File: config.mk
export PLATFORM = sky130hd
export DESIGN_NAME = tti_scale
export DESIGN_NICKNAME = d
export VERILOG_FILES = /design/src/hdl/tti_pkg.sv /design/src/hdl/tti_scale.sv
export SDC_FILE = /design/constraint.sdc
export NUM_CORES = 1
export LEC_CHECK = 0
export ABC_CLOCK_PERIOD_IN_PS = 10400
export BUFFER_PORTS_ARGS = -buffer_cell sky130_fd_sc_hd__buf_4
export CORE_ASPECT_RATIO = 1.75
export CORE_MARGIN = 2
export CORE_UTILIZATION = 30
export DETAILED_ROUTE_END_ITERATION = 8
export GPL_ROUTABILITY_DRIVEN = 1
export PLACE_DENSITY_LB_ADDON = 0.25
export SYNTH_ARGS = -nofsm -noshare
export SYNTH_HDL_FRONTEND = slang
export SYNTH_SLANG_ARGS = --single-unit
File: constraint.sdc
create_clock -name i_clk -period 10.4 [get_ports i_clk]
set_clock_uncertainty 0.1 [all_clocks]
set_input_delay 2.08 -clock i_clk [delete_from_list [all_inputs] [get_ports i_clk]]
set_output_delay 2.08 -clock i_clk [all_outputs]
set_load 0.01 [all_outputs]
File: src/hdl/tti_pkg.sv
`timescale 1ns / 1ps

package tti_pkg;

    // Sizes of the index datapath.
    localparam int DIMS        = 6;
    localparam int MAX_DIMS    = 6;
    localparam int COORD_BITS  = 16;
    localparam int INDEX_BITS  = 32;

    // Register field widths, fixed by the register layout.
    localparam int FIELD_BITS      = 16;
    localparam int LOG2_BITS       = 4;
    localparam int SHIFT_BITS      = 5;
    localparam int TILE_ELEMS_BITS = 16;
    localparam int CFG_DATA_BITS   = 48;
    localparam int CFG_INDEX_BITS  = 3;
    localparam int FIELDS_PER_REG  = 3;

    // Origin plus coordinate is kept without loss.
    localparam int POS_BITS  = ((COORD_BITS > FIELD_BITS) ? COORD_BITS : FIELD_BITS) + 1;
    localparam int PROD_BITS = POS_BITS + FIELD_BITS;
    localparam int SCALE_BITS = INDEX_BITS + TILE_ELEMS_BITS;

    // Depth of the beat pipeline: the dimension cells, then the multiply and add stages.
    localparam int LATENCY = DIMS + 2;

    // Configuration register indexes.
    typedef enum logic [CFG_INDEX_BITS-1:0] {
        REG_TILE_LOG2     = 3'd0,
        REG_IN_TILE_SHIFT = 3'd1,
        REG_STRIDE_NXY    = 3'd2,
        REG_STRIDE_ZPQ    = 3'd3,
        REG_VIEW_NXY      = 3'd4,
        REG_VIEW_ZPQ      = 3'd5,
        REG_TILE_ELEMS    = 3'd6
    } t_reg_index;

    typedef logic [COORD_BITS-1:0] t_coord;

    // Settings that one dimension cell needs.
    typedef struct packed {
        logic [FIELD_BITS-1:0] origin;
        logic [FIELD_BITS-1:0] stride;
        logic [LOG2_BITS-1:0]  lg;
        logic [SHIFT_BITS-1:0] sh;
    } t_dim_cfg;

    // Partial result handed from cell to cell. The pending coordinates
    // move down by one place in every cell, so each cell reads entry 0.
    typedef struct packed {
        t_coord [MAX_DIMS-1:0]  coords;
        logic [INDEX_BITS-1:0]  offset;
        logic [INDEX_BITS-1:0]  tile_num;
    } t_beat;

    // Pipeline control handed to every stage.
    typedef struct packed {
        logic en;
        logic valid;
    } t_ctl;

endpackage

File: src/hdl/tti_scale.sv
`timescale 1ns / 1ps

module tti_scale import tti_pkg::*; (
    input  logic                       i_clk,
    input  logic                       i_rst_n,
    input  t_ctl                       i_ctl,
    input  t_beat                      i_beat,
    input  logic [TILE_ELEMS_BITS-1:0] i_tile_elems,
    output logic                       o_valid,
    output logic [INDEX_BITS-1:0]      o_index
);

    logic                  r_mul_valid;
    logic [INDEX_BITS-1:0] r_mul_prod;
    logic [INDEX_BITS-1:0] r_mul_offset;
    logic [INDEX_BITS-1:0] n_mul_prod;
    logic                  r_out_valid;
    logic [INDEX_BITS-1:0] r_out_index;
    logic [INDEX_BITS-1:0] n_out_index;
    logic [SCALE_BITS-1:0] w_full;

    // Tile number times tile size, then add the in-tile offset.
    always_comb begin
        w_full      = SCALE_BITS'(i_beat.tile_num) * SCALE_BITS'(i_tile_elems);
        n_mul_prod  = INDEX_BITS'(w_full);
        n_out_index = r_mul_offset + r_mul_prod;
    end

    // Valid bits of the multiply and output stages.
    always_ff @(posedge i_clk) begin
        if (!i_rst_n) begin
            r_mul_valid <= 1'b0;
            r_out_valid <= 1'b0;
        end else if (i_ctl.en) begin
            r_mul_valid <= i_ctl.valid;
            r_out_valid <= r_mul_valid;
        end
    end

    // Payload of the multiply and output stages.
    always_ff @(posedge i_clk) begin
        if (i_ctl.en) begin
            r_mul_prod   <= n_mul_prod;
            r_mul_offset <= i_beat.offset;
            r_out_index  <= n_out_index;
        end
    end

    assign o_valid = r_out_valid;
    assign o_index = r_out_index;

endmodule

==> metrics.csv <==
stage;metric;value;unit
global_route;grt_pass1_wl;70.3;mm
logic_synthesis;async_reset_ff_share;0;%
clock_network;ctsHoldBuffers;0;
logic_synthesis;synth-edff-count;96;
clock_network;clock_latency;0.37;ns
setup_path;crit_chain;buf_4 -> nand2_1 -> fa_1 -> fa_1 -> fa_1 -> inv_1 -> fa_1 -> fa_1 -> inv_1 -> fa_1 -> inv_1 -> ha_1 -> a21oi_1 -> o21ai_0 -> a22o_1 -> a31oi_1 -> buf_4 -> o21ai_1 -> a21bo_1 -> nor4b_1 -> or3_1;
global_route;grt_max_degree;72;
setup_path;crit_fanout;31;
placement;dp_hpwl;34.0;mm
global_route;use_met2;32.8;%
layout;multi_input_comb_area;11400;sq um
setup_path;reg2reg_slack;6.62;ns
setup_path;worst_path_largest_cell_delay;0.55;ns
route;final_antenna_net_count;0;
clock_network;cts_made_buffers;9;
global_route;grt_use_met3;1.22;%
route;wirelength;43.6;mm
timing;finalCriticalPeriod;8.15;ns
setup_path;cp-endpoint;r_mul_prod[30];
floorplan;die_h;308;microns
timing;max-slew-margin-rel;32.5;%
global_route;grt_use_total;17.0;%
layout;area_growth;11.5;%
floorplan;fp.dieArea;54800;sq um
layout;fillCellCount;5368;
floorplan;rows;111;
clock_network;h-tree-depth;3;
setup_path;worstSetupPathType;in2reg;
timing;setup_violations;0;
route;vias_per_cell;4.72;
clock_network;cts_tree;built;
route;avgRoutedWirePerCell;18.1;microns
setup_path;reg2reg_from;r_mul_prod[1];
placement;portBuffers;116;
timing;worst_slew_pin_slew;1.00;ns
timing;slew_viol_final;0;
setup_path;cp-start-kind;input port;
setup_path;worstSetupStartpoint;i_tile_elems[1];
timing;hold_violations;0;
logic_synthesis;synth-seq-area-share;18.4;%
route;drt-initial-drc-count;454;
setup_path;rr_worst_depth;9;
floorplan;initial_utilization;30.3;%
floorplan;core;52400;sq um
global_route;grt_pass1_vias;13000;
clock_network;clockBufferDepth;2;
floorplan;io_pins;213;
global_route;antenna_found_initial;0;
setup_path;crit_top_cell;fa_1;
timing;tns;0;ns
setup_path;critical-path-slowest-cell;fa_1;
clock_network;post-cts-setup-buffers;0;
clock_network;root_buffer;clkbuf_16;
setup_path;critPathTopFamily;adder cells;
layout;final_nets;2308;
setup_path;cp-end-kind;flip-flop;
layout;drive_above_1_share;8.08;%
route;vias;11400;
setup_path;path_buf_inv;5;
layout;regArea;2920;sq um
worst_hold_path;hold_depth;2;
route;drc;0;
global_route;grt_overflow;0;
job;drv_cap;0;
worst_hold_path;hp-class;reg2reg;
logic_synthesis;synth_ff_type;edfxtp_1;
clock_network;cts-resized-gates;0;
floorplan;die_w;178;microns
setup_path;critPathArrivalTime;8.15;ns
layout;antenna_cells;0;
layout;fin_util;33.8;%
status;outcome;complete, no violations;
timing;fmaxAchievable;0.123;GHz
timing;rsz0062_at_grt;no;
route;firstDrtPassIters;5;
logic_synthesis;syn_avg_cell_area;9.56;sq um
setup_path;reg2reg_to;o_index[29];
global_route;grt_most_used_layer;met2;
logic_synthesis;synth_cells;1660;
setup_path;worst_ep_required_time;10.40;ns
clock_network;clk_pin_slew;0.07;ns
worst_hold_path;hp-start;o_valid;
setup_path;cp.depth;21;
timing;finalCritPeriodShare;78.4;%
logic_synthesis;synth_area;15900;sq um
logic_synthesis;ys_ff_latch;98;
logic_synthesis;syn_nets;2241;
logic_synthesis;yosysWarnings;0;
placement;gp_congestion;0.922;
global_route;use_met1;17.7;%
clock_network;cts.sinks;98;
logic_synthesis;yosys.cell_types.count;53;
==> cell type report <==
type                    count  share of cell area, %
clock inverters             7                  0.559
multi-input cells        1150                   64.4
inverters                 350                   7.43
clock buffers               9                   1.27
well taps                 678                   4.80
flip-flops and latches     98                   16.5
repair buffers            118                   5.01
==> kinds of logic after synthesis <==
family          count (synthesis)  synth area share [%]
compound gates                157                  6.16
buf+inv                       412                  9.75
fa+ha+maj                     401                  46.1
flops                          98                  18.4
xor+xnor                       77                  4.25
mux                             2                 0.126
simple gates                  513                  15.2
==> placed cells by master, fill, tap and decap left out, types with 3 or more instances in the layout <==
master     instances
or3_1              3
o31a_1             3
ha_1              96
o21ai_1           10
xor2_1            22
nor4_1             4
inv_6              3
nor4b_1            3
and2_1           140
buf_4            118
nand2_1          290
nor3_1             7
a211oi_1           7
fa_1             305
inv_1            350
o21bai_1           8
a21oi_1           61
xnor2_1           55
o21ai_0           20
nand4_1            6
nor2b_1            8
a31oi_1            6
nand2b_1           4
a21o_1            12
nand3_1            7
nor2_1            31
and3_1             4
edfxtp_1          96
clkbuf_16          9
o21a_1             3
o211ai_1           5
==> cell usage after synthesis (all sizes together) (22+ instances only) <==
cell type  count  share of area, %
nand2        290               6.9
clkbuf        62               1.5
inv          350               8.3
a21oi         61               1.9
xnor2         55               3.0
nor2          31              0.73
o21ai         30              0.95
xor2          22               1.2
and2         140               5.5
fa           305                38
ha            96               7.6
edfxtp        96                18
==> metrics by stage <==
stage | std cells | hold WS (ns) | area [sq um] | setup WS (ns)
final | 2410 | 0.438 | 17700 | 2.25
after global placement | 2394 | 0.398 | 17400 | 1.91
after CTS | 2410 | 0.440 | 17700 | 2.22
after floorplan | 1660 | 0.382 | 15900 | 2.44
after detailed placement | 2394 | 0.421 | 17400 | 1.82
after global routing | 2410 | 0.463 | 17700 | 1.97
==> layer usage <==
| metal | part of all wire [%] | wire, microns |
|---|---|---|
| met1 | 37 | 15900 |
| met5 | 0 | 0 |
| met3 | 2.7 | 1200 |
| met4 | 5.6 | 2450 |
| met2 | 55 | 24000 |
==> registers in the layout, summed over array words and instances (netlist names) <==
name / flops
r_mul_offset: 32
r_mul_prod: 32
r_mul_valid: 1
o_index: 32
o_valid: 1
==> worst reg2reg max path: cells and delay by family (launching register included) <==
family          cells  cell delay [ns]
flops               1             0.41
compound gates      7             2.30
simple gates        1             0.37
fa+ha+maj           1             0.33
==> worst min-delay path by stage <==
stage / end / slack (ns)
global route: o_valid / 0.46
CTS: o_valid / 0.44
finish: o_valid / 0.44
floorplan: r_mul_valid / 0.38
global placement: r_mul_valid / 0.40
detailed placement: o_valid / 0.42
Power is not shown: default switching activity piles up to over one toggle a cycle in this logic, so the estimate is an artifact.
