File: src/hdl/tti_pkg.sv
`timescale 1ns / 1ps

package tti_pkg;

    // Sizes of the index datapath.
    localparam int DIMS        = 6;
    localparam int MAX_DIMS    = 6;
    localparam int COORD_BITS  = 16;
    localparam int INDEX_BITS  = 32;

    // Register field widths, fixed by the register layout.
    localparam int FIELD_BITS      = 16;
    localparam int LOG2_BITS       = 4;
    localparam int SHIFT_BITS      = 5;
    localparam int TILE_ELEMS_BITS = 16;
    localparam int CFG_DATA_BITS   = 48;
    localparam int CFG_INDEX_BITS  = 3;
    localparam int FIELDS_PER_REG  = 3;

    // Origin plus coordinate is kept without loss.
    localparam int POS_BITS  = ((COORD_BITS > FIELD_BITS) ? COORD_BITS : FIELD_BITS) + 1;
    localparam int PROD_BITS = POS_BITS + FIELD_BITS;
    localparam int SCALE_BITS = INDEX_BITS + TILE_ELEMS_BITS;

    // Depth of the beat pipeline: the dimension cells, then the multiply and add stages.
    localparam int LATENCY = DIMS + 2;

    // Configuration register indexes.
    typedef enum logic [CFG_INDEX_BITS-1:0] {
        REG_TILE_LOG2     = 3'd0,
        REG_IN_TILE_SHIFT = 3'd1,
        REG_STRIDE_NXY    = 3'd2,
        REG_STRIDE_ZPQ    = 3'd3,
        REG_VIEW_NXY      = 3'd4,
        REG_VIEW_ZPQ      = 3'd5,
        REG_TILE_ELEMS    = 3'd6
    } t_reg_index;

    typedef logic [COORD_BITS-1:0] t_coord;

    // Settings that one dimension cell needs.
    typedef struct packed {
        logic [FIELD_BITS-1:0] origin;
        logic [FIELD_BITS-1:0] stride;
        logic [LOG2_BITS-1:0]  lg;
        logic [SHIFT_BITS-1:0] sh;
    } t_dim_cfg;

    // Partial result handed from cell to cell. The pending coordinates
    // move down by one place in every cell, so each cell reads entry 0.
    typedef struct packed {
        t_coord [MAX_DIMS-1:0]  coords;
        logic [INDEX_BITS-1:0]  offset;
        logic [INDEX_BITS-1:0]  tile_num;
    } t_beat;

    // Pipeline control handed to every stage.
    typedef struct packed {
        logic en;
        logic valid;
    } t_ctl;

endpackage

File: src/hdl/tti_cell.sv
`timescale 1ns / 1ps

module tti_cell import tti_pkg::*; (
    input  logic     i_clk,
    input  logic     i_rst_n,
    input  t_ctl     i_ctl,
    input  t_beat    i_beat,
    input  t_dim_cfg i_cfg,
    output logic     o_valid,
    output t_beat    o_beat
);

    logic                  r_valid;
    t_beat                 r_beat;
    t_beat                 n_beat;
    logic [POS_BITS-1:0]   w_pos;
    logic [POS_BITS-1:0]   w_mask;
    logic [POS_BITS-1:0]   w_inner;
    logic [POS_BITS-1:0]   w_tcoord;
    logic [INDEX_BITS-1:0] w_placed;
    logic [PROD_BITS-1:0]  w_prod;

    // Split the absolute position into tile coordinate and in-tile index.
    always_comb begin
        w_pos    = POS_BITS'(i_beat.coords[0]) + POS_BITS'(i_cfg.origin);
        w_mask   = (POS_BITS'(1) << i_cfg.lg) - POS_BITS'(1);
        w_inner  = w_pos & w_mask;
        w_tcoord = w_pos >> i_cfg.lg;
        w_placed = INDEX_BITS'(w_inner) << i_cfg.sh;
        w_prod   = PROD_BITS'(w_tcoord) * PROD_BITS'(i_cfg.stride);
    end

    // Fold this dimension into the running offset and tile number.
    always_comb begin
        for (int i = 0; i < MAX_DIMS - 1; i++) begin
            n_beat.coords[i] = i_beat.coords[i+1];
        end
        n_beat.coords[MAX_DIMS-1] = '0;
        n_beat.offset   = i_beat.offset | w_placed;
        n_beat.tile_num = i_beat.tile_num + INDEX_BITS'(w_prod);
    end

    // Stage valid bit.
    always_ff @(posedge i_clk) begin
        if (!i_rst_n) begin
            r_valid <= 1'b0;
        end else if (i_ctl.en) begin
            r_valid <= i_ctl.valid;
        end
    end

    // Stage payload.
    always_ff @(posedge i_clk) begin
        if (i_ctl.en) begin
            r_beat <= n_beat;
        end
    end

    assign o_valid = r_valid;
    assign o_beat  = r_beat;

endmodule

File: config.mk
export PLATFORM = sky130hd
export DESIGN_NAME = tti_cell
export DESIGN_NICKNAME = d
export VERILOG_FILES = /design/src/hdl/tti_pkg.sv /design/src/hdl/tti_cell.sv
export SDC_FILE = /design/constraint.sdc
export NUM_CORES = 1
export LEC_CHECK = 0
export BUFFER_PORTS_ARGS = -buffer_cell sky130_fd_sc_hd__buf_2
export CAP_MARGIN = 10
export CORE_UTILIZATION = 40
export DETAILED_ROUTE_END_ITERATION = 16
export PLACE_DENSITY = 0.7
export SYNTH_ARGS = -nofsm -noshare
export SYNTH_HDL_FRONTEND = slang
export SYNTH_SLANG_ARGS = --single-unit
File: constraint.sdc
create_clock -name i_clk -period 18.35 [get_ports i_clk]
set_input_delay 2.7525 -clock i_clk [delete_from_list [all_inputs] [get_ports i_clk]]
set_output_delay 2.7525 -clock i_clk [all_outputs]
set_load 0.005 [all_outputs]
==> results.rst, run 1 <==
.. list-table::
   :header-rows: 1

   * - Metric
     - Value
   * - Die span in y
     - 213 um
   * - Post-DR wirelength/cell
     - 17.3 um
   * - Die extent in x
     - 213 um
   * - Met1 routed wirelength after detailed routing
     - 19800 um
   * - Run status
     - complete, no violations
   * - Cts bufs inserted
     - 17
   * - Signed area change from the synthesized netlist to the final layout
     - 15.5%
   * - CP delay by family, top
     - adder cells
   * - Top cell type's share of synthesized area
     - 0.268
   * - Worst EP required
     - 18.59 ns
   * - Post-CTS clock slew at the launch and capture registers of the worst setup and hold paths
     - 0.07 ns
   * - Crit path kind
     - input port to flop
   * - Number of storage elements in the synthesis netlist
     - 145
   * - Area taken by flip-flops and latches
     - 4340 sq um
   * - Reported max-cap violation count
     - 0
   * - Fin. Hold Viols
     - 0
   * - Critical path's most frequent cell
     - fa_1
   * - Via count of the first global-routing pass
     - 14766
   * - Worst Setup Start Kind
     - input port
   * - Total core area
     - 43600 sq um
   * - Setup violators final
     - 0
   * - Pwr dens
     - 201 nW/um^2
   * - Number of vias in the routed layout
     - 14222
   * - Post-Syn Instances
     - 1857
   * - Worst slew margin relative to its limit
     - 0.194
   * - Most used standard cell by instance count after synthesis
     - inv_1
   * - Bufs on Longest Clock Path
     - 2
   * - Placed cell count
     - 2722
   * - Class of the most critical hold timing path
     - flop to flop
   * - Post-layout min period
     - 11.95 ns
   * - Depth of the CTS H-tree
     - 4
   * - PnR Total Power
     - 4.14 mW
   * - Count of cell types in the netlist
     - 88
   * - Average size of a mapped cell
     - 9.60 sq um
   * - CP Capture Type
     - flop
   * - CTS Root Cell
     - clkbuf_16
   * - Largest stage delay on the critical path
     - 0.89 ns
   * - Count of instances resized after the clock tree is built
     - 0
   * - Drt total wl
     - 47800 um
   * - Final std cells w/o fill
     - 2755
   * - TritonCTS clock tree
     - yes
   * - Clock latency of the later-clocked register in the worst-skew pair
     - 0.48 ns
   * - CTS Hold Bufs
     - 0
   * - Total of warnings raised by yosys
     - 0
   * - DR top layer
     - met5
   * - FFs w/ async S/R, synth
     - 0
   * - Final setup TNS
     - 0 ns
   * - Starting utilization of the core area
     - 0.409
   * - DRC viols
     - 0
   * - Overall track demand over capacity in global routing
     - 0.219
   * - Critical path buffers and inverters
     - 5
   * - Portion of the post-synthesis area used by sequential elements
     - 0.244
   * - Total number of placement rows
     - 76
   * - R2r worst-path depth
     - 2
   * - Buffers on Ports
     - 349
   * - Worst min-delay path endpoint
     - o_valid
   * - Area enclosed by the die boundary
     - 45400 sq um
   * - Share of layout cells above drive strength 1
     - 0.201
   * - Worst path slowest cell
     - o21ai_1
   * - Max-slew violation total from the final report
     - 0
   * - Worst-margin pin slew
     - 1.21 ns
   * - Post-CTS setup buffer count
     - 0
   * - Top cells by area in the synthesized netlist
     - fa_1 27%, edfxtp_1 24%, ha_1 8.0%, inv_1 7.8%, nand2_1 4.6%
   * - Signal arrival time at the worst endpoint
     - 12.19 ns
   * - Smallest setup slack after layout
     - 6.40 ns
   * - Met2 wire length
     - 23700 um
   * - Number of enable-type register cells in the synthesized netlist
     - 144
   * - Maximum number of pins on one net before global-route repair
     - 74
   * - Area of the mapped netlist
     - 17800 sq um
   * - End of the worst register-to-register path
     - o_valid
   * - Wire length of the first global-routing pass
     - 76300 um
   * - Detailed-router iteration count before antenna repair
     - 8
   * - Number of antenna violations at the first check in global routing
     - 2
   * - RSZ-0062 raised after global routing
     - false
   * - Most area-hungry cell type in the Yosys netlist
     - fa_1
   * - Hold Startpoint
     - o_valid
   * - Maximum fanout along the worst path
     - 16
   * - FF-to-FF Start
     - o_valid
   * - Layout fillers
     - 4141
   * - I/O pins
     - 366
   * - Half-perimeter wire length after placement
     - 38500 um
   * - Leak Pwr
     - 9.80 nW
   * - Sinks on the clock net
     - 145
   * - Routability Congestion
     - 0.915
   * - Commonest cells in the synthesized netlist
     - 368 x inv_1, 239 x fa_1, 217 x nand2_1
   * - Violation count after the first detailed-route iteration
     - 869
   * - Hold Crit Depth
     - 2
   * - Detail Route Antenna Nets
     - 0
   * - Reg-to-reg slack, setup
     - 17.76 ns
   * - Area of the multi-input gates
     - 11700 sq um
   * - Peak supply drop
     - 0.000261 V
   * - Worst Skew
     - 0 ns
   * - Via-to-Cell Ratio
     - 5.16
   * - Post-placement setup slack
     - 5.94 ns
   * - Total congestion overflow after global routing
     - 0
   * - Net total in the final layout
     - 2714
   * - Fmax
     - 0.0837 GHz
   * - Top flip-flop cell by instance count after synthesis
     - edfxtp_1
   * - Met3 wire length
     - 3060 um
   * - Hold WS
     - 0.521 ns
   * - Share of the clock period used by the worst path after layout
     - 0.651
-- layer usage --
metal  up-vias  global-route usage
met5         -                   0
met4         2              0.0759
met2       536               0.383
met3        73              0.0322
met1      7013               0.275
li1       6598                   -
-- cell families after synthesis --
logic type,share of synthesized area
adders and majority gates,0.348
other,0.000210
xor gates and xnor gates,0.0206
DFF,0.244
buffers and inverters,0.104
AOI/OAI and AO/OA,0.115
and+or+nand+nor,0.148
muxes,0.0191
-- state kept, by name (all words and copies together), names as in the netlist --
name and flops:
o_beat 144, o_valid 1
-- per-stage QoR --
step,area (sq um),util
after floorplan,17900,-
after global placement,20000,0.459
after detailed placement,20000,0.459
after CTS,20600,0.473
after global routing,20600,0.473
final,20600,0.473
-- cell type report --
class	count	share of cell area
multi-input combinational	1262	0.568
tap	585	0.0355
clock inverter	15	0.00839
antenna	1	0.000122
inverter	370	0.0674
timing repair buffer	360	0.0891
sequential	145	0.211
clock buffer	17	0.0207
-- worst max-delay path by stage --
stage | cells after the start | end | from
6_report | 32 | o_beat[31] | i_beat[64]
2_1_floorplan | 33 | o_beat[31] | i_beat[64]
3_3_place_gp | 33 | o_beat[31] | i_beat[64]
5_1_grt | 32 | o_beat[31] | i_beat[64]
3_5_place_dp | 32 | o_beat[31] | i_beat[64]
4_1_cts | 32 | o_beat[31] | i_beat[64]
-- cells in the final DEF (no fill, tap or decap), types with 5 or more instances in the layout --
cell | Yosys | layout
inv_1 | 368 | 368
buf_2 | 21 | 348
fa_1 | 239 | 239
nand2_1 | 217 | 217
edfxtp_1 | 144 | 144
ha_1 | 114 | 114
and2_1 | 108 | 108
nor2_1 | 72 | 72
a21oi_1 | 49 | 49
o21ai_0 | 43 | 43
a21o_1 | 31 | 31
nor3_1 | 30 | 30
xnor2_1 | 29 | 29
nor2b_1 | 28 | 28
nand3_1 | 28 | 28
a211oi_1 | 17 | 17
clkbuf_16 | 0 | 17
mux2i_1 | 16 | 16
conb_1 | 1 | 16
nand2b_1 | 13 | 13
o211ai_1 | 13 | 13
xor2_1 | 13 | 13
and3_1 | 12 | 12
o21a_1 | 11 | 11
buf_4 | 18 | 11
a211o_1 | 8 | 8
o31ai_1 | 8 | 8
nor3b_1 | 7 | 7
nand4_1 | 7 | 7
a31oi_1 | 7 | 7
o21bai_1 | 7 | 7
or3_1 | 6 | 6
mux2_2 | 6 | 6
o221ai_1 | 6 | 6
or2_2 | 5 | 5
mux4_2 | 5 | 5
inv_8 | 0 | 5
-- worst reg2reg max path, cell delays in order (launching register included) --
cell	delay [ns]
dfxtp_1	0.31
mux2i_1	0.12
nor2b_1	0.06
-- where the power goes --
group | switching, mW | internal [mW]
clock network | 0.173 | 0.184
logic | 1.82 | 1.36
registers | 0.0135 | 0.591
Power figures use the tool's default switching activity.
==> inputs of run 2 (changes only) <==
Settings changed: ABC_AREA set to 1, PLACE_DENSITY 0.7 to 0.73.
Clock period 18.35 ns to 10.8 ns, I/O delays scaled along.
==> results.rst, run 2 <==
.. list-table::
   :header-rows: 1

   * - Metric
     - Value
   * - Maximum number of pins on one net before global-route repair
     - 89 (+20%)
   * - Clock latency of the later-clocked register in the worst-skew pair
     - 0.46 ns (-0.02 ns)
   * - Pwr dens
     - 345 nW/um^2 (+71%)
   * - Peak supply drop
     - 0.000606 V (+130%)
   * - Area of the multi-input gates
     - 11500 sq um (-1.8%)
   * - Post-CTS clock slew at the launch and capture registers of the worst setup and hold paths
     - 0.08 ns (about the same)
   * - Share of layout cells above drive strength 1
     - 0.188 (-0.0135)
   * - TritonCTS clock tree
     - yes
   * - Routability Congestion
     - 0.949 (+3.7%)
   * - Reg-to-reg slack, setup
     - 10.08 ns (-7.68 ns)
   * - Worst Setup Start Kind
     - input port
   * - CP Capture Type
     - flop
   * - Total number of placement rows
     - 77 (+1.3%)
   * - Class of the most critical hold timing path
     - flop to flop
   * - Final std cell area, no fill
     - 20800 sq um (+1.2%)
   * - Fin. Hold Viols
     - 0 (unchanged)
   * - Fraction of met1 tracks used by global routing
     - 0.320 (+0.0451)
   * - Post-CTS setup buffer count
     - 0 (unchanged)
   * - Run status
     - complete, no violations
   * - FFs w/ async S/R, synth
     - 0 (unchanged)
   * - Post-DR wirelength/cell
     - 18.1 um (+4.4%)
   * - PnR Total Power
     - 7.19 mW (+74%)
   * - Count of cell types in the netlist
     - 53 (-40%)
   * - Via-to-Cell Ratio
     - 5.19 (+0.51%)
   * - CTS Hold Bufs
     - 0 (unchanged)
   * - Number of storage elements in the synthesis netlist
     - 145 (unchanged)
   * - Top flip-flop cell by instance count after synthesis
     - edfxtp_1
   * - Average size of a mapped cell
     - 8.47 sq um (-12%)
   * - Final std cells w/o fill
     - 3043 (+10%)
   * - Fmax
     - 0.106 GHz
   * - Crit path kind
     - input port to flop
   * - Flip-flop count of the largest register after layout
     - 144 (unchanged)
   * - Global-route track usage on met2
     - 0.412 (+0.0290)
   * - Area taken by flip-flops and latches
     - 4340 sq um (unchanged)
   * - Portion of the post-synthesis area used by sequential elements
     - 0.240 (-0.00352)
   * - Most used standard cell by instance count after synthesis
     - inv_1
   * - Total of warnings raised by yosys
     - 0 (unchanged)
   * - Signal arrival time at the worst endpoint
     - 9.62 ns (-2.57 ns)
   * - Top cells by area in the synthesized netlist
     - fa_1 26%, edfxtp_1 24%, inv_1 9.9%, ha_1 7.9%, nand2_1 7.2%
   * - Leak Pwr
     - 10.6 nW (+8.6%)
   * - Cts bufs inserted
     - 17 (unchanged)
   * - CTS Root Cell
     - clkbuf_16
   * - Highest-count cells in the layout ignoring fill and taps
     - 477 x inv_1, 348 x buf_2, 347 x nand2_1, 239 x fa_1, 231 x nand3_1
   * - Number of enable-type register cells in the synthesized netlist
     - 144 (unchanged)
   * - Global routing met3 resource utilization
     - 0.0451 (+0.0129)
   * - Max-slew violation total from the final report
     - 0 (unchanged)
   * - Hold Crit Depth
     - 2 (unchanged)
   * - Placed cell count
     - 3008 (+11%)
   * - Buffers on Ports
     - 349 (unchanged)
   * - Reported max-cap violation count
     - 0 (unchanged)
   * - Largest stage delay on the critical path
     - 0.55 ns (-0.34 ns)
   * - Area post-placement
     - 20200 sq um (+1.2%)
   * - Wire length of the first global-routing pass
     - 87900 um (+15%)
   * - Worst min-delay path endpoint
     - o_valid
   * - Most common cell after layout, fill and taps aside
     - inv_1
   * - Hold Startpoint
     - o_valid
   * - Half-perimeter wire length after placement
     - 45400 um (+18%)
   * - R2r worst-path depth
     - 2 (unchanged)
   * - Post-layout min period
     - 9.40 ns
   * - Final setup TNS
     - 0 ns (unchanged)
   * - Drt total wl
     - 55100 um (+15%)
   * - I/O pins
     - 366 (unchanged)
   * - DRC viols
     - 0 (unchanged)
   * - Count of instances resized after the clock tree is built
     - 0 (unchanged)
   * - Setup violators final
     - 0 (unchanged)
   * - Depth of the CTS H-tree
     - 4 (unchanged)
   * - Overall track demand over capacity in global routing
     - 0.246 (+0.0270)
   * - Area of the mapped netlist
     - 18100 sq um (+1.5%)
   * - RSZ-0062 raised after global routing
     - false
   * - Maximum fanout along the worst path
     - 12 (-4)
   * - Layout fillers
     - 4385 (+5.9%)
   * - Total core area
     - 44400 sq um (+2.0%)
   * - Share of the clock period used by the worst path after layout
     - 0.871
   * - Number of antenna violations at the first check in global routing
     - 2 (unchanged)
   * - Worst slew margin relative to its limit
     - 0.274 (+0.0799)
   * - Post-Syn Instances
     - 2134 (+15%)
   * - Worst EP required
     - 11.02 ns (-7.57 ns)
   * - Die span in y
     - 215 um (+0.72%)
   * - Most Used Layer, Global Route
     - met2
   * - Sinks on the clock net
     - 145 (unchanged)
   * - Violation count after the first detailed-route iteration
     - 1445 (+66%)
   * - Starting utilization of the core area
     - 0.407 (-0.00206)
   * - Worst path slowest cell
     - fa_1
   * - Total congestion overflow after global routing
     - 0 (unchanged)
   * - Smallest setup slack after layout
     - 1.40 ns (-5.00 ns)
   * - End of the worst register-to-register path
     - o_valid
   * - Via count of the first global-routing pass
     - 16077 (+8.9%)
   * - Top cell type's share of synthesized area
     - 0.265 (-0.00388)
   * - Number of vias in the routed layout
     - 15789 (+11%)
   * - Most area-hungry cell type in the Yosys netlist
     - fa_1
   * - Worst Skew
     - 0 ns (unchanged)
   * - Net total in the final layout
     - 2993 (+10%)
   * - Area enclosed by the die boundary
     - 46100 sq um (+1.5%)
   * - Worst-margin pin slew
     - 1.09 ns (-0.117 ns)
   * - Commonest cells in the synthesized netlist
     - 477 x inv_1, 347 x nand2_1, 239 x fa_1
   * - Post-placement setup slack
     - 1.04 ns (-4.91 ns)
   * - Signed area change from the synthesized netlist to the final layout
     - 15.3%
   * - FF-to-FF Start
     - o_valid
   * - Detail Route Antenna Nets
     - 0 (unchanged)
   * - Detailed-router iteration count before antenna repair
     - 6 (-2)
   * - Die extent in x
     - 215 um (+0.72%)
   * - Bufs on Longest Clock Path
     - 2 (unchanged)
run 2: changes by cell type after synthesis, sizes merged, moves of 25 or more:
cell and delta:
nand2 +148, nand3 +219, nand4 +83, nor2 +106, nor3 -25, a21o -30
and2 -104, inv +118, nor2b -28
run 2: metal layers:
metal | part of all wire | up-vias | routed length (um)
met5 | 0 | - | 0
met4 | 0.029 | 0 | 1600
met3 | 0.074 | 109 | 4060
met2 | 0.48 | 683 | 26400
met1 | 0.42 | 7694 | 23000
li1 | - | 7303 | -
run 2: critical path: cells and delay by family:
| family | cells | cell delay, ns |
|---|---|---|
| adder cells (fa/ha/maj) | 9 | 4.00 |
| buffers and inverters | 7 | 0.46 |
| AO/OA/AOI/OAI | 1 | 0.54 |
| AND/OR/NAND/NOR | 21 | 2.99 |
run 2: kinds of logic (layout without fill, tap and decap cells):
group                      Yosys count  in the layout  synth area share
and+or+nand+nor                    901            901             0.233
buffers and inverters              582            881             0.128
adders and majority gates          353            353             0.343
DFF                                145            145             0.240
AOI/OAI and AO/OA                  120            120            0.0395
xor gates and xnor gates            31             31            0.0150
other                                1             19          0.000207
muxes                                1              1          0.000554
run 2: worst max-delay path by stage:
| stage | from | endpoint | slack, ns | cells after the start |
|---|---|---|---|---|
| 6_report | i_beat[64] | o_beat[30] | 1.40 | 38 |
| 5_1_grt | i_beat[64] | o_beat[30] | 0.89 | 38 |
| 4_1_cts | i_beat[64] | o_beat[30] | 1.54 | 38 |
| 3_5_place_dp | i_beat[64] | o_beat[30] | 1.04 | 38 |
| 3_3_place_gp | i_beat[64] | o_beat[30] | 1.19 | 38 |
| 2_1_floorplan | i_beat[64] | o_beat[30] | 2.49 | 36 |
run 2: power by group:
part | leakage, nW | internal [mW] | total, mW | switching, mW
combinational | 8.94 | 2.04 | 5.56 | 3.52
sequential | 1.42 | 1.00 | 1.03 | 0.0237
clock | 0.292 | 0.313 | 0.603 | 0.290
total | 10.6 | 3.36 | 7.19 | 3.83
run 2: metrics by stage:
stage	hold slack (ns)	utilization
2_1_floorplan	0.525	-
3_3_place_gp	0.522	0.456
3_5_place_dp	0.541	0.456
4_1_cts	0.562	0.469
5_1_grt	0.643	0.469
6_report	0.593	0.469
run 2: cell type report:
type / instances / area share
multi-input combinational: 1422 / 0.551
timing repair buffer: 357 / 0.0870
clock inverter: 15 / 0.00864
sequential: 145 / 0.208
clock buffer: 17 / 0.0204
tap: 592 / 0.0355
antenna: 3 / 0.000360
inverter: 492 / 0.0887
==> inputs of run 3 (changes only) <==
Settings changed: BUFFER_PORTS_ARGS -buffer_cell sky130_fd_sc_hd__buf_2 to -buffer_cell sky130_fd_sc_hd__clkbuf_2, CTS_BUF_LIST set to sky130_fd_sc_hd__clkbuf_4, PLACE_DENSITY 0.73 to 0.7.
Clock period 10.8 ns to 10.9 ns, I/O delays scaled along.
==> results.rst, run 3 (same netlist as run 2, synthesis figures left out) <==
.. list-table::
   :header-rows: 1

   * - Metric
     - Value
   * - Leak Pwr
     - 10.6 nW (-0.41%)
   * - Worst path slowest cell
     - fa_1
   * - PnR Total Power
     - 6.87 mW (-4.4%)
   * - Total core area
     - 44400 sq um (unchanged)
   * - Worst setup path endpoint
     - o_beat[30]
   * - Violation count after the first detailed-route iteration
     - 1484 (+2.7%)
   * - Worst slew margin relative to its limit
     - 0.413 (+0.139)
   * - Worst Setup Start Kind
     - input port
   * - Detail Route Antenna Nets
     - 0 (unchanged)
   * - Signed area change from the synthesized netlist to the final layout
     - 13.7%
   * - TritonCTS clock tree
     - yes
   * - Number of antenna violations at the first check in global routing
     - 2 (unchanged)
   * - Wire length of the first global-routing pass
     - 88100 um (+0.22%)
   * - Drt total wl
     - 55500 um (+0.69%)
   * - Detailed-router iteration count before antenna repair
     - 8 (+2)
   * - Half-perimeter wire length after placement
     - 45800 um (+0.73%)
   * - CP delay by family, top
     - adder cells
   * - Layout fillers
     - 4361 (-0.55%)
   * - Class of the most critical hold timing path
     - flop to flop
   * - Starting utilization of the core area
     - 0.407 (unchanged)
   * - Post-DR wirelength/cell
     - 18.2 um (+0.69%)
   * - Highest-count cells in the layout ignoring fill and taps
     - 477 x inv_1, 348 x clkbuf_2, 347 x nand2_1, 239 x fa_1, 231 x nand3_1
   * - Maximum fanout along the worst path
     - 12 (unchanged)
   * - DRC viols
     - 0 (unchanged)
   * - Hold Startpoint
     - o_valid
   * - CTS Hold Bufs
     - 0 (unchanged)
   * - Number of vias in the routed layout
     - 15766 (-0.15%)
   * - Signal arrival time at the worst endpoint
     - 9.57 ns (-0.05 ns)
   * - Fin. Hold Viols
     - 0 (unchanged)
   * - CP Capture Type
     - flop
   * - Sinks on the clock net
     - 145 (unchanged)
   * - End of the worst register-to-register path
     - o_valid
   * - Total number of placement rows
     - 77 (unchanged)
   * - Cts bufs inserted
     - 17 (unchanged)
   * - Worst EP required
     - 11.29 ns (+0.27 ns)
   * - Clock latency of the later-clocked register in the worst-skew pair
     - 0.61 ns (+0.15 ns)
   * - RSZ-0062 raised after global routing
     - false
   * - I/O pins
     - 366 (unchanged)
   * - Via-to-Cell Ratio
     - 5.18 (-0.15%)
   * - Hold WS
     - 0.558 ns (-0.0343 ns)
   * - Critical path's most frequent cell
     - nand3_1
   * - Reported max-cap violation count
     - 0 (unchanged)
   * - Via count of the first global-routing pass
     - 15930 (-0.91%)
   * - Peak supply drop
     - 0.000524 V (-13%)
   * - Die extent in x
     - 215 um (unchanged)
   * - Run status
     - complete, no violations
   * - Flip-flop count of the largest register after layout
     - 144 (unchanged)
   * - Post-layout min period
     - 9.18 ns
   * - Smallest setup slack after layout
     - 1.72 ns (+0.325 ns)
   * - Post-CTS clock slew at the launch and capture registers of the worst setup and hold paths
     - 0.17 ns (+0.09 ns)
   * - Total congestion overflow after global routing
     - 0 (unchanged)
   * - R2r worst-path depth
     - 2 (unchanged)
   * - Post-placement setup slack
     - 1.11 ns (+0.0722 ns)
   * - Final core utilization
     - 0.463 (-0.00631)
   * - Final setup TNS
     - 0 ns (unchanged)
   * - Post-CTS setup buffer count
     - 0 (unchanged)
   * - Reg-to-reg slack, setup
     - 10.23 ns (+0.15 ns)
   * - Depth of the CTS H-tree
     - 4 (unchanged)
   * - Buffers on Ports
     - 349 (unchanged)
   * - Crit path kind
     - input port to flop
   * - Maximum number of pins on one net before global-route repair
     - 77 (-13%)
   * - Max-slew violation total from the final report
     - 0 (unchanged)
   * - Critical path buffers and inverters
     - 7 (unchanged)
   * - Worst Skew
     - 0 ns (unchanged)
   * - Bufs on Longest Clock Path
     - 2 (unchanged)
   * - Net total in the final layout
     - 2995 (+0.067%)
   * - FF-to-FF Start
     - o_valid
   * - Fmax
     - 0.109 GHz
   * - Count of instances resized after the clock tree is built
     - 0 (unchanged)
   * - Number of gates on the worst path with buffers counted
     - 38 (unchanged)
   * - Pwr dens
     - 334 nW/um^2 (-3.1%)
   * - Largest stage delay on the critical path
     - 0.56 ns (about the same)
   * - Area enclosed by the die boundary
     - 46100 sq um (unchanged)
   * - Worst-margin pin slew
     - 0.880 ns (-0.209 ns)
   * - Most common cell after layout, fill and taps aside
     - inv_1
   * - Routability Congestion
     - 0.980 (+3.2%)
   * - Share of layout cells above drive strength 1
     - 0.188 (+0.000663)
   * - Setup violators final
     - 0 (unchanged)
   * - Share of the clock period used by the worst path after layout
     - 0.842
   * - Die span in y
     - 215 um (unchanged)
   * - CTS Root Cell
     - clkbuf_4
   * - Critical path startpoint
     - i_beat[64]
   * - Overall track demand over capacity in global routing
     - 0.247 (+0.00103)
==> run 3: area by class of cell <==
type / count / area (sq um) / area share
sequential: 145 / 4340 / 0.211
inverter: 492 / 1850 / 0.0899
multi-input combinational: 1422 / 11500 / 0.558
clock inverter: 15 / 188 / 0.00913
tap: 592 / 741 / 0.0360
antenna: 1 / 2.50 / 0.000122
clock buffer: 17 / 128 / 0.00621
timing repair buffer: 359 / 1830 / 0.0889
==> run 3: worst min-delay path: cells and delay by family (launching register included) <==
| family | cells | cell delay (ns) |
|---|---|---|
| flip-flops | 1 | 0.34 |
| AO/OA/AOI/OAI | 2 | 0.19 |
==> run 3: how the worst min path moves through the flow <==
stage	endpoint	depth (start not counted)
final	o_valid	2
after global routing	o_valid	2
after CTS	o_valid	2
after detailed placement	o_valid	2
after global placement	o_valid	2
after floorplan	o_valid	2
==> run 3: through the flow <==
stage | cell area, sq um | instances
after floorplan | 18100 | 2149
after global routing | 20600 | 3043
after detailed placement | 20200 | 3010
after CTS | 20600 | 3042
after global placement | 20200 | 3010
final | 20600 | 3043
==> run 3: per-layer routing <==
layer | up-vias | part of all wire | GRT usage | wire (um)
met5 | - | 0.00023 | 0 | 13
met4 | 2 | 0.023 | 0.0714 | 1300
met3 | 83 | 0.075 | 0.0433 | 4140
met2 | 738 | 0.47 | 0.404 | 26200
met1 | 7642 | 0.43 | 0.336 | 23900
li1 | 7301 | - | - | -
==> run 3: power breakdown <==
part / internal, mW / leakage (nW) / total [mW] / switching, mW
registers: 0.993 / 1.42 / 1.02 / 0.0287
clock network: 0.110 / 0.163 / 0.361 / 0.251
logic: 2.04 / 9.02 / 5.49 / 3.45
total: 3.14 / 10.6 / 6.87 / 3.73
